## src/rtl/tssa_pkg.sv

```systemverilog
// Shared types, constants and register indexes for the training set size adapter.
`default_nettype none

package tssa_pkg;

    localparam int FRACTION_BITS_DEF = 16;

    localparam int CFG_INDEX_W = 3;
    localparam int CFG_DATA_W  = 16;

    localparam logic [15:0] THRESHOLD_RST  = 16'd32768;
    localparam logic [15:0] ITER_CHANGE_RST = 16'd10;
    localparam logic [15:0] MAX_EXAMPLES_RST = 16'd1000;
    localparam logic [15:0] INIT_EXAMPLES_RST = 16'd10;
    localparam logic        INIT_LOCAL_RST = 1'b1;
    localparam logic [15:0] FROZEN_RST = 16'd0;
    localparam logic [15:0] COUNTER_TOP = 16'hFFFF;

    typedef enum logic [CFG_INDEX_W-1:0] {
        CFG_THRESHOLD     = 3'd0,
        CFG_ITER_CHANGE   = 3'd1,
        CFG_MAX_EXAMPLES  = 3'd2,
        CFG_INIT_EXAMPLES = 3'd3,
        CFG_INIT_LOCAL    = 3'd4,
        CFG_FROZEN        = 3'd5
    } cfg_idx_t;

    typedef enum logic [1:0] {
        ACT_KEEP      = 2'd0,
        ACT_LEAVE     = 2'd1,
        ACT_GROW      = 2'd2,
        ACT_UNTRAINED = 2'd3
    } action_t;

    typedef struct packed {
        logic [15:0] best_fitness;
        logic [15:0] support_vector_count;
        logic [15:0] dataset_size;
        logic        trained;
    } in_t;

    typedef struct packed {
        logic [15:0] class_examples;
        logic        local_mode;
        action_t     action;
        logic        hit_maximum;
    } out_t;

    typedef enum logic [2:0] {
        ST_IDLE,
        ST_START,
        ST_RATIO,
        ST_DECIDE,
        ST_MUL,
        ST_GROW,
        ST_FINISH
    } state_t;

    typedef struct packed {
        logic load_in;
        logic untrained;
        logic p_one;
        logic div_ratio;
        logic p_div;
        logic decide;
        logic keep_upd;
        logic leave_local;
        logic div_grow;
        logic grow_upd;
        logic out_load;
    } ctrl_cmd_t;

    typedef struct packed {
        logic trained;
        logic sat;
        logic keep;
        logic local_mode;
        logic div_done;
    } dp_stat_t;

endpackage

`default_nettype wire

```

## src/rtl/tssa_div.sv

```systemverilog
// Restoring divider, one quotient bit per cycle, with preloadable remainder.
`default_nettype none

module tssa_div #(
    parameter int DW = 33,
    parameter int VW = 17,
    parameter int CW = 6
) (
    input  wire logic          aclk,
    input  wire logic          aresetn,
    input  wire logic          start,
    input  wire logic [VW-1:0] rem_init,
    input  wire logic [DW-1:0] dividend,
    input  wire logic [VW-1:0] divisor,
    input  wire logic [CW-1:0] steps,
    output logic               done,
    output logic [DW-1:0]      quotient
);

    logic [VW-1:0] rem_reg;
    logic [DW-1:0] dvd_reg;
    logic [VW-1:0] dsr_reg;
    logic [CW-1:0] cnt_reg;
    logic          busy_reg;
    logic          done_reg;

    logic [VW:0]   trial;
    logic          fits;
    logic [VW-1:0] rem_next;

    always_comb begin
        trial    = {rem_reg, dvd_reg[DW-1]};
        fits     = trial >= {1'b0, dsr_reg};
        rem_next = fits ? VW'(trial - {1'b0, dsr_reg}) : trial[VW-1:0];
    end

    always_ff @(posedge aclk) begin
        if (!aresetn) begin
            busy_reg <= 1'b0;
            done_reg <= 1'b0;
            cnt_reg  <= '0;
        end else begin
            done_reg <= 1'b0;
            if (start) begin
                busy_reg <= 1'b1;
                cnt_reg  <= steps;
            end else if (busy_reg) begin
                cnt_reg <= cnt_reg - CW'(1);
                if (cnt_reg == CW'(1)) begin
                    busy_reg <= 1'b0;
                    done_reg <= 1'b1;
                end
            end
        end
    end

    always_ff @(posedge aclk) begin
        if (start) begin
            rem_reg <= rem_init;
            dvd_reg <= dividend;
            dsr_reg <= divisor;
        end else if (busy_reg) begin
            rem_reg <= rem_next;
            dvd_reg <= {dvd_reg[DW-2:0], fits};
        end
    end

    assign done     = done_reg;
    assign quotient = dvd_reg;

endmodule

`default_nettype wire

```

## src/rtl/tssa_dpath.sv

```systemverilog
// Datapath: configuration, adapter state, ratio and growth arithmetic, result register.
`default_nettype none

module tssa_dpath #(
    parameter int FRACTION_BITS = tssa_pkg::FRACTION_BITS_DEF
) (
    input  wire logic                            aclk,
    input  wire logic                            aresetn,
    input  wire logic                            cfg_wr_en,
    input  wire logic [tssa_pkg::CFG_INDEX_W-1:0] cfg_index,
    input  wire logic [tssa_pkg::CFG_DATA_W-1:0]  cfg_wr_data,
    input  wire tssa_pkg::in_t                   s_data,
    input  wire tssa_pkg::ctrl_cmd_t             cmd,
    output tssa_pkg::dp_stat_t                   stat,
    output tssa_pkg::out_t                       m_data
);

    localparam int FB = FRACTION_BITS;
    localparam int PW = FB + 1;
    localparam int DW = 16 + PW;
    localparam int VW = (PW > 17) ? PW : 17;
    localparam int CW = $clog2(DW + 1);
    localparam logic [PW-1:0] ONE = {1'b1, {FB{1'b0}}};

    logic [15:0] thr_reg;
    logic [15:0] iter_chg_reg;
    logic [15:0] max_reg;
    logic [15:0] init_n_reg;
    logic        init_local_reg;
    logic [15:0] frozen_reg;

    logic [15:0] count_reg;
    logic        local_reg;
    logic [15:0] iter_reg;
    logic [15:0] mode_fit_reg;
    logic [15:0] last_fit_reg;

    tssa_pkg::in_t     in_reg;
    logic [PW-1:0]     p_reg;
    logic [DW-1:0]     prod_reg;
    tssa_pkg::action_t act_reg;
    logic              hit_reg;
    tssa_pkg::out_t    out_reg;

    logic [16:0]    den;
    logic [FB+15:0] t_shift;
    logic [PW-1:0]  t_s;
    logic [PW-1:0]  diff;
    logic [PW-1:0]  grow_den;
    logic [16:0]    d_iter;
    logic [16:0]    d_mode;
    logic [17:0]    d_iter2;
    logic           keep;

    logic           div_start;
    logic [VW-1:0]  div_rem;
    logic [DW-1:0]  div_dvd;
    logic [VW-1:0]  div_dsr;
    logic [CW-1:0]  div_steps;
    logic           div_done;
    logic [DW-1:0]  quo;

    logic           q_hi;
    logic [16:0]    grown;
    logic           hit;

    always_comb begin
        den      = {1'b0, in_reg.dataset_size} + {1'b0, frozen_reg};
        t_shift  = {thr_reg, {FB{1'b0}}} >> 16;
        t_s      = {1'b0, t_shift[FB-1:0]};
        diff     = (p_reg > t_s) ? (p_reg - t_s) : (t_s - p_reg);
        grow_den = ONE - t_s;
        d_iter   = {1'b0, in_reg.best_fitness} - {1'b0, last_fit_reg};
        d_mode   = {1'b0, in_reg.best_fitness} - {1'b0, mode_fit_reg};
        d_iter2  = {d_iter, 1'b0};
        keep     = (iter_reg < iter_chg_reg)
                || ($signed(d_iter2) >= $signed({d_mode[16], d_mode}))
                || (p_reg < t_s)
                || (d_mode == 17'd0);
    end

    always_comb begin
        div_start = cmd.div_ratio | cmd.div_grow;
        if (cmd.div_grow) begin
            div_rem   = '0;
            div_dvd   = prod_reg;
            div_dsr   = VW'(grow_den);
            div_steps = CW'(DW);
        end else begin
            div_rem   = VW'(in_reg.support_vector_count);
            div_dvd   = '0;
            div_dsr   = VW'(den);
            div_steps = CW'(FB);
        end
    end

    tssa_div #(
        .DW (DW),
        .VW (VW),
        .CW (CW)
    ) u_div (
        .aclk     (aclk),
        .aresetn  (aresetn),
        .start    (div_start),
        .rem_init (div_rem),
        .dividend (div_dvd),
        .divisor  (div_dsr),
        .steps    (div_steps),
        .done     (div_done),
        .quotient (quo)
    );

    always_comb begin
        q_hi  = |quo[DW-1:16];
        grown = {1'b0, count_reg} + {1'b0, quo[15:0]};
        hit   = q_hi || (grown >= {1'b0, max_reg});
    end

    always_ff @(posedge aclk) begin
        if (!aresetn) begin
            thr_reg        <= tssa_pkg::THRESHOLD_RST;
            iter_chg_reg   <= tssa_pkg::ITER_CHANGE_RST;
            max_reg        <= tssa_pkg::MAX_EXAMPLES_RST;
            init_n_reg     <= tssa_pkg::INIT_EXAMPLES_RST;
            init_local_reg <= tssa_pkg::INIT_LOCAL_RST;
            frozen_reg     <= tssa_pkg::FROZEN_RST;
            count_reg      <= tssa_pkg::INIT_EXAMPLES_RST;
            local_reg      <= tssa_pkg::INIT_LOCAL_RST;
            iter_reg       <= '0;
            mode_fit_reg   <= '0;
            last_fit_reg   <= '0;
        end else begin
            if (cfg_wr_en) begin
                unique case (tssa_pkg::cfg_idx_t'(cfg_index))
                    tssa_pkg::CFG_THRESHOLD:    thr_reg <= cfg_wr_data;
                    tssa_pkg::CFG_ITER_CHANGE:  iter_chg_reg <= cfg_wr_data;
                    tssa_pkg::CFG_MAX_EXAMPLES: max_reg <= cfg_wr_data;
                    tssa_pkg::CFG_INIT_EXAMPLES: begin
                        init_n_reg <= cfg_wr_data;
                        count_reg  <= cfg_wr_data;
                    end
                    tssa_pkg::CFG_INIT_LOCAL: begin
                        init_local_reg <= cfg_wr_data[0];
                        local_reg      <= cfg_wr_data[0];
                    end
                    tssa_pkg::CFG_FROZEN:       frozen_reg <= cfg_wr_data;
                    default: ;
                endcase
            end
            if (cmd.decide) begin
                last_fit_reg <= in_reg.best_fitness;
            end
            if (cmd.keep_upd && iter_reg != tssa_pkg::COUNTER_TOP) begin
                iter_reg <= iter_reg + 16'd1;
            end
            if (cmd.leave_local) begin
                local_reg <= 1'b0;
            end
            if (cmd.grow_upd) begin
                count_reg    <= hit ? max_reg : grown[15:0];
                mode_fit_reg <= in_reg.best_fitness;
                local_reg    <= 1'b1;
                iter_reg     <= '0;
            end
        end
    end

    always_ff @(posedge aclk) begin
        if (cmd.load_in) begin
            in_reg <= s_data;
        end
        if (cmd.p_one) begin
            p_reg <= ONE;
        end else if (cmd.p_div) begin
            p_reg <= {1'b0, quo[FB-1:0]};
        end
        if (cmd.decide) begin
            prod_reg <= DW'(count_reg * diff);
        end
        if (cmd.untrained) begin
            act_reg <= tssa_pkg::ACT_UNTRAINED;
            hit_reg <= 1'b0;
        end else if (cmd.keep_upd) begin
            act_reg <= tssa_pkg::ACT_KEEP;
            hit_reg <= 1'b0;
        end else if (cmd.leave_local) begin
            act_reg <= tssa_pkg::ACT_LEAVE;
            hit_reg <= 1'b0;
        end else if (cmd.grow_upd) begin
            act_reg <= tssa_pkg::ACT_GROW;
            hit_reg <= hit;
        end
        if (cmd.out_load) begin
            out_reg.class_examples <= count_reg;
            out_reg.local_mode     <= local_reg;
            out_reg.action         <= act_reg;
            out_reg.hit_maximum    <= hit_reg;
        end
    end

    always_comb begin
        stat.trained    = in_reg.trained;
        stat.sat        = {1'b0, in_reg.support_vector_count} >= den;
        stat.keep       = keep;
        stat.local_mode = local_reg;
        stat.div_done   = div_done;
    end

    assign m_data = out_reg;

endmodule

`default_nettype wire

```

## src/rtl/tssa_ctrl.sv

```systemverilog
// Controller: sequences one report through ratio, decision, growth and result hand-off.
`default_nettype none

module tssa_ctrl (
    input  wire logic               aclk,
    input  wire logic               aresetn,
    input  wire logic               s_valid,
    output logic                    s_ready,
    output logic                    m_valid,
    input  wire logic               m_ready,
    input  wire tssa_pkg::dp_stat_t stat,
    output tssa_pkg::ctrl_cmd_t     cmd
);

    tssa_pkg::state_t state_reg;
    tssa_pkg::state_t state_next;
    logic             m_valid_reg;
    logic             m_valid_next;

    always_ff @(posedge aclk) begin
        if (!aresetn) begin
            state_reg   <= tssa_pkg::ST_IDLE;
            m_valid_reg <= 1'b0;
        end else begin
            state_reg   <= state_next;
            m_valid_reg <= m_valid_next;
        end
    end

    always_comb begin
        state_next   = state_reg;
        cmd          = '0;
        s_ready      = 1'b0;
        m_valid_next = m_valid_reg && !m_ready;
        unique case (state_reg)
            tssa_pkg::ST_IDLE: begin
                s_ready = 1'b1;
                if (s_valid) begin
                    cmd.load_in = 1'b1;
                    state_next  = tssa_pkg::ST_START;
                end
            end
            tssa_pkg::ST_START: begin
                if (!stat.trained) begin
                    cmd.untrained = 1'b1;
                    state_next    = tssa_pkg::ST_FINISH;
                end else if (stat.sat) begin
                    cmd.p_one  = 1'b1;
                    state_next = tssa_pkg::ST_DECIDE;
                end else begin
                    cmd.div_ratio = 1'b1;
                    state_next    = tssa_pkg::ST_RATIO;
                end
            end
            tssa_pkg::ST_RATIO: begin
                if (stat.div_done) begin
                    cmd.p_div  = 1'b1;
                    state_next = tssa_pkg::ST_DECIDE;
                end
            end
            tssa_pkg::ST_DECIDE: begin
                cmd.decide = 1'b1;
                if (stat.keep) begin
                    cmd.keep_upd = 1'b1;
                    state_next   = tssa_pkg::ST_FINISH;
                end else if (stat.local_mode) begin
                    cmd.leave_local = 1'b1;
                    state_next      = tssa_pkg::ST_FINISH;
                end else begin
                    state_next = tssa_pkg::ST_MUL;
                end
            end
            tssa_pkg::ST_MUL: begin
                cmd.div_grow = 1'b1;
                state_next   = tssa_pkg::ST_GROW;
            end
            tssa_pkg::ST_GROW: begin
                if (stat.div_done) begin
                    cmd.grow_upd = 1'b1;
                    state_next   = tssa_pkg::ST_FINISH;
                end
            end
            tssa_pkg::ST_FINISH: begin
                if (!m_valid_reg || m_ready) begin
                    cmd.out_load = 1'b1;
                    m_valid_next = 1'b1;
                    state_next   = tssa_pkg::ST_IDLE;
                end
            end
            default: begin
                state_next = tssa_pkg::ST_IDLE;
            end
        endcase
    end

    assign m_valid = m_valid_reg;

endmodule

`default_nettype wire

```

## src/rtl/training_set_size_adapter.sv

```systemverilog
// Top level of the training set size adapter: controller plus datapath.
//
// One generation report is handled at a time. Its length is set mostly by the support
// vector ratio division in the shared restoring divider (one quotient bit per cycle); a
// ratio at or above one skips the division. A growth step adds a second division through
// the same divider, which produces all 17 + FRACTION_BITS quotient bits. The result sits
// in an output register, so the next report is taken while the previous result waits.
// Configuration writes land at once; writing an initial register also loads the
// matching state.
`default_nettype none

module training_set_size_adapter #(
    parameter int FRACTION_BITS = tssa_pkg::FRACTION_BITS_DEF
) (
    input  wire logic                             aclk,
    input  wire logic                             aresetn,
    input  wire logic                             cfg_wr_en,
    input  wire logic [tssa_pkg::CFG_INDEX_W-1:0] cfg_index,
    input  wire logic [tssa_pkg::CFG_DATA_W-1:0]  cfg_wr_data,
    input  wire logic                             s_valid,
    output logic                                  s_ready,
    input  wire tssa_pkg::in_t                    s_data,
    output logic                                  m_valid,
    input  wire logic                             m_ready,
    output tssa_pkg::out_t                        m_data
);

    tssa_pkg::ctrl_cmd_t cmd;
    tssa_pkg::dp_stat_t  stat;

    tssa_ctrl u_ctrl (
        .aclk    (aclk),
        .aresetn (aresetn),
        .s_valid (s_valid),
        .s_ready (s_ready),
        .m_valid (m_valid),
        .m_ready (m_ready),
        .stat    (stat),
        .cmd     (cmd)
    );

    tssa_dpath #(
        .FRACTION_BITS (FRACTION_BITS)
    ) u_dpath (
        .aclk        (aclk),
        .aresetn     (aresetn),
        .cfg_wr_en   (cfg_wr_en),
        .cfg_index   (cfg_index),
        .cfg_wr_data (cfg_wr_data),
        .s_data      (s_data),
        .cmd         (cmd),
        .stat        (stat),
        .m_data      (m_data)
    );

endmodule

`default_nettype wire

```

## config.mk

```make
export PLATFORM = sky130hd
export DESIGN_NAME = training_set_size_adapter
export DESIGN_NICKNAME = d
export VERILOG_FILES = /design/src/rtl/tssa_pkg.sv /design/src/rtl/tssa_div.sv /design/src/rtl/tssa_dpath.sv /design/src/rtl/tssa_ctrl.sv /design/src/rtl/training_set_size_adapter.sv
export SDC_FILE = /design/constraint.sdc
export NUM_CORES = 2
export LEC_CHECK = 0
export BUFFER_PORTS_ARGS = -buffer_cell sky130_fd_sc_hd__buf_4
export CAP_MARGIN = 20
export CORE_ASPECT_RATIO = 0.8
export CORE_MARGIN = 10
export CORE_UTILIZATION = 52
export DETAILED_ROUTE_END_ITERATION = 10
export GPL_TIMING_DRIVEN = 0
export PLACE_DENSITY = 0.69
export SYNTH_ARGS = -nofsm -noshare
export SYNTH_HDL_FRONTEND = slang
export SYNTH_HIERARCHICAL = 1
export SYNTH_SLANG_ARGS = --single-unit
```

## constraint.sdc

```tcl
create_clock -name aclk -period 9.3 [get_ports aclk]
set_input_delay 0.465 -clock aclk [delete_from_list [all_inputs] [get_ports aclk]]
set_output_delay 0.465 -clock aclk [all_outputs]
set_load 0.005 [all_outputs]
```

# Word level (Yosys, flattened, before mapping)
# Index checks and enable logic that the tools add are counted.
# W data, S select, Z words.
# totals
wordCells	151
register_bits	330
# op_classes
n_reduce_logical	29
n_addsub	10
mux	55
n_mul	1
eq_ne	17
n_lt_le_gt_ge	7
bitwise	3
# ops
cell	count
$mux W33	3
$mux W17	5
$mux W16	5
$ge A18 B17 Y1	2
$add A16 B16 Y17	2
$sub A16 B16 Y17	2
$mul A16 B17 Y33	1
$mux W1	25
$mux W3	7
$pmux W3 S7	1
$mux W6	3
$ge A16 B17 Y1	1
$ge A17 B16 Y1	1
$gt A17 B16 Y1	1
$logic_not A17 Y1	1
$lt A17 B16 Y1	1
$reduce_or A17 Y1	1
$sub A16 B17 Y17	1
$sub A17 B16 Y17	1
$sub A17 B16 Y17 const A	1
$sub A17 B17 Y17	1
$add A16 B1 Y16 const B	1
$lt A16 B16 Y1	1
$ne A16 B16 Y1 const B	1
other kinds (20)	53

# Longest topological paths before layout
# depth
depth_word	9
mapped_depth	34
depth_no_buf	32

# Cells and area by module
# The synthesis kept the hierarchy.
# modules_own_cells
mod	area_per_inst_um2	n_inst	cells_per_inst
tssa_dpath	25944.9	1	2867
tssa_div	4235.3	1	370
tssa_ctrl	341.6	1	43

# Worst setup path before layout
# OpenSTA, ideal clock, no wires.
# synth_path
path_kind	register to register
from	reg u_dpath.thr_reg[9]
to	reg u_dpath.prod_reg[30], data pin
t_arrival_ps	7610
stages_incl_launch_ff	31
n_path_buf	3
setup_time_ps	262
setup_slack_ps	1429
required_time_ps	9038
cell_sequence	dfxtp_1 > inv_1 > ha_1 > buf_6 > and2_2 > a41oi_4 > a31oi_4 > o21ai_4 > mux2_4 > a221oi_4 > buf_4 > nand3_2 > fa_1 > inv_1 > fa_1 > fa_1 > fa_1 > fa_1 > inv_1 > fa_1 > inv_1 > ha_1 > clkbuf_1 > a21o_1 > a21o_1 > a21oi_1 > o21ai_1 > a41o_1 > a21o_1 > a211oi_1 > xnor2_1
# synth_between
elab_chain_len	3
elab_cells_between_ends	5
# synth_lines
element	line	source
start: declaration	tssa_dpath.sv:25	logic [15:0] thr_reg;
start signal: assignment	tssa_dpath.sv:121	thr_reg <= tssa_pkg::THRESHOLD_RST;
start signal: assignment	tssa_dpath.sv:135	tssa_pkg::CFG_THRESHOLD: thr_reg <= cfg_wr_data;
$sub A16 B17 Y17 (tied with other cells)	tssa_dpath.sv:71	diff = (p_reg > t_s) ? (p_reg - t_s) : (t_s - p_reg);
$mux W17 (*)	tssa_dpath.sv:71	
$mul A16 B17 Y33 (*)	tssa_dpath.sv:178	prod_reg <= DW'(count_reg * diff);
end signal: assignment	tssa_dpath.sv:178	
end: declaration	tssa_dpath.sv:40	logic [DW-1:0] prod_reg;
# Mark *: on every way between the ends. The rest lies on a longest branch, timed or not.
# A chain may end at the register's enable or synchronous reset.

# Worst setup path in the final report
# layout_path
from	reg u_dpath.thr_reg[12]
to	reg u_dpath.prod_reg[31], data pin
# The elaborated chain is that of the path after synthesis.

==> out/qor.yml <==
critPathSlowestCell: "fa_1"
criticalPathCategory: "flop to flop"
ant_nets: 0
yosysSeqAreaShare_pct: 27.2
worstRegToRegCells: 29
setup_viol: 0
core_area_um2: 58100
drive_gt1_share_pct: 10.8
regArea_um2: 8310
clk_latency_ns: 0.57
drt_iter0_markers: 2230
cts_num_sinks: 330
multiInputGateArea_um2: 20200
syn-mean-instance-area_um2: 9.31
cts_tree: "done"
period_needed_ns: 8.98
required_ns: 9.72
max_freq_mhz: 111
syn_inst: 3280
numPortBuffers: 92
io-pin-count: 95
max_stage_delay_ns: 0.55
fill_cells: 5114
start_kind: "flop"
grt_pass1_vias: 25089
synthTopCellsByArea: "edfxtp_1 17%, fa_1 14%, ha_1 12%, dfxtp_1 11%, inv_1 5.0%"
crit_path_start: "u_dpath/thr_reg[12]"
syn_area_um2: 30500
irDropWorstVdd_mv: 0.161
layout_commonest_cell: "inv_1"
synth_top_cell_area_share_pct: 16.6
leakagePower_nw: 14.6
rrSetupSlack_ns: 0.32
routabilityCongestion: 0.952
min_period_over_period_pct: 96.6
synth-seq-cells: 330
synth_edf_count: 169
dieArea_um2: 68800
yosysWarnings: 6
final_cell_mix: "406 x inv_1, 351 x nand2_1, 286 x ha_1"
die_w_um: 291
dieHeight_um: 237
total_power_mw: 7.29
grt_util_all_layers_pct: 27.2
async_flop_share_pct: 0
drv_cap: 0
outcome: "finished clean"
vias_per_cell: 5.92
r2r-start: "u_dpath/thr_reg[12]"
start_util_pct: 52.5
grt_start_max_net_pins: 40
cts_buffers: 38
cts-root-buf: "clkbuf_16"
place_inst: 4149
vias: 25085
hp-class: "input pin to flop"
ctsHtreeMaxLevel: 2
crit_path_max_fanout: 10
yosys.area.top_type: "edfxtp_1"
overflow: 0
slew_headroom_pct: 27.3
final_nets: 4008
rows: 79
drc: 0
power.density_nw_per_um2: 215
area_delta_synth_final_pct: 11.1
hold_viol_final: 0
drt_wl_total_um: 95200
crit_top_cell: "fa_1"
r2r_end: "u_dpath/prod_reg[31]"
grt_pass1_wl_um: 148000
worst_slew_pin_slew_ns: 1.09
end_kind: "flop"
avgRoutedWirePerCell_um: 22.5
drv_slew: 0
crit_arrival_ns: 9.40
clk_pin_slew_ns: 0.06
antenna_found_initial: 5
layout.cells.non_filler: 4236
fin_worst_skew_ns: 0.0246
largest_reg_flops: 48
yosys.cell_types.count: 112
dp_hpwl_um: 75700
ys.flop_type: "edfxtp_1"
firstDrtPassIters: 6
crit_path_end: "u_dpath/prod_reg[31]"
cts_buffer_depth: 3
## critical path: cells and delay by family (launching register included)
kind | cells | cell delay, ns
simple gates | 4 | 1.01
flops | 1 | 0.51
compound gates | 9 | 2.28
fa+ha+maj | 8 | 3.74
mux | 1 | 0.34
buf+inv | 7 | 0.94
## cell families (layout without fill, tap and decap cells)
kind of cell	Yosys count	in the layout	synth area share [%]
AO/OA/AOI/OAI	585	585	13.8
multiplexers	151	151	5.28
other	1	7	0.0123
buffers and inverters	559	740	7.34
adder cells (fa/ha/maj)	501	501	25.8
flip-flops	330	330	27.2
XOR/XNOR	110	110	3.25
AND/OR/NAND/NOR	1043	1043	17.3
## metal layers
metal / vias up / global-route usage, % / share of wire (%)
met5: - / 0 / 0.014
li1: 11531 / - / -
met1: 12390 / 39.0 / 45
met3: 116 / 5.34 / 9.0
met2: 1046 / 41.8 / 44
met4: 2 / 5.90 / 1.9
## power breakdown
part	switching (mW)	internal [mW]
logic	2.28	1.48
clock network	0.666	0.951
registers	0.123	1.79
## how the worst min path moves through the flow
stage | startpoint | end | slack, ns | cells after the start
6_report | s_data[0] | u_dpath/stat[4] | 0.07 | 1
5_1_grt | s_data[11] | u_dpath/in_reg[11] | 0.04 | 1
4_1_cts | s_data[16] | u_dpath/in_reg[16] | 0.04 | 1
3_5_place_dp | u_dpath/hit_reg | u_dpath/m_data[0] | 0.44 | 0
3_3_place_gp | u_dpath/iter_chg_reg[11] | u_dpath/iter_chg_reg[11] | 0.45 | 2
2_1_floorplan | u_dpath/hit_reg | u_dpath/m_data[0] | 0.41 | 0
## stage by stage
step | cell area (um^2) | setup TNS [ns] | hold slack [ns] | util, % | worst slack [ns]
6_report | 33900 | 0 | 0.0652 | 58.4 | 0.318
5_1_grt | 33900 | -0.0442 | 0.0412 | 58.4 | -0.0431
4_1_cts | 33700 | 0 | 0.0356 | 58.0 | 0.00455
3_5_place_dp | 32300 | -6.40 | 0.442 | 55.6 | -0.706
3_3_place_gp | 32200 | -8.21 | 0.454 | 55.4 | -0.998
2_1_floorplan | 30500 | 0 | 0.408 | - | 1.43
## timing repair
action                     CTS  global route
setup buffers                3            13
hold buffers                 0             0
gates resized for setup     12            30
setup endpoints to repair   15            15
pin swaps                    3             6
## synth_stat cells (11+ instances only)
cell	number
inv_1	406
nand2_1	351
ha_1	286
fa_1	215
edfxtp_1	169
dfxtp_1	161
nor2_1	140
and2_1	132
a21oi_1	124
clkbuf_1	102
o21ai_0	97
mux2i_1	88
nor2b_1	76
nand3_1	70
xnor2_1	62
nor3_1	60
a21boi_0	57
a21o_1	52
nand2b_1	51
mux2_2	48
xor2_1	44
and3_1	33
or3_1	26
nand4_1	24
a211oi_1	23
o211ai_1	23
a31oi_1	21
buf_2	21
o21a_1	21
nor4_1	19
o221ai_1	16
buf_4	15
o21bai_1	13
mux2_1	11
o21ai_2	11
## final cells by class
cell class	count	share of cell area, %
buffer	147	2.08
tap	769	2.84
sequential	330	24.5
inverter	410	4.54
multi-input combinational	2394	59.5
antenna	3	0.0221
timing repair buffer	113	2.66
clock inverter	22	0.918
clock buffer	48	2.97
Power figures use the tool's default switching activity.
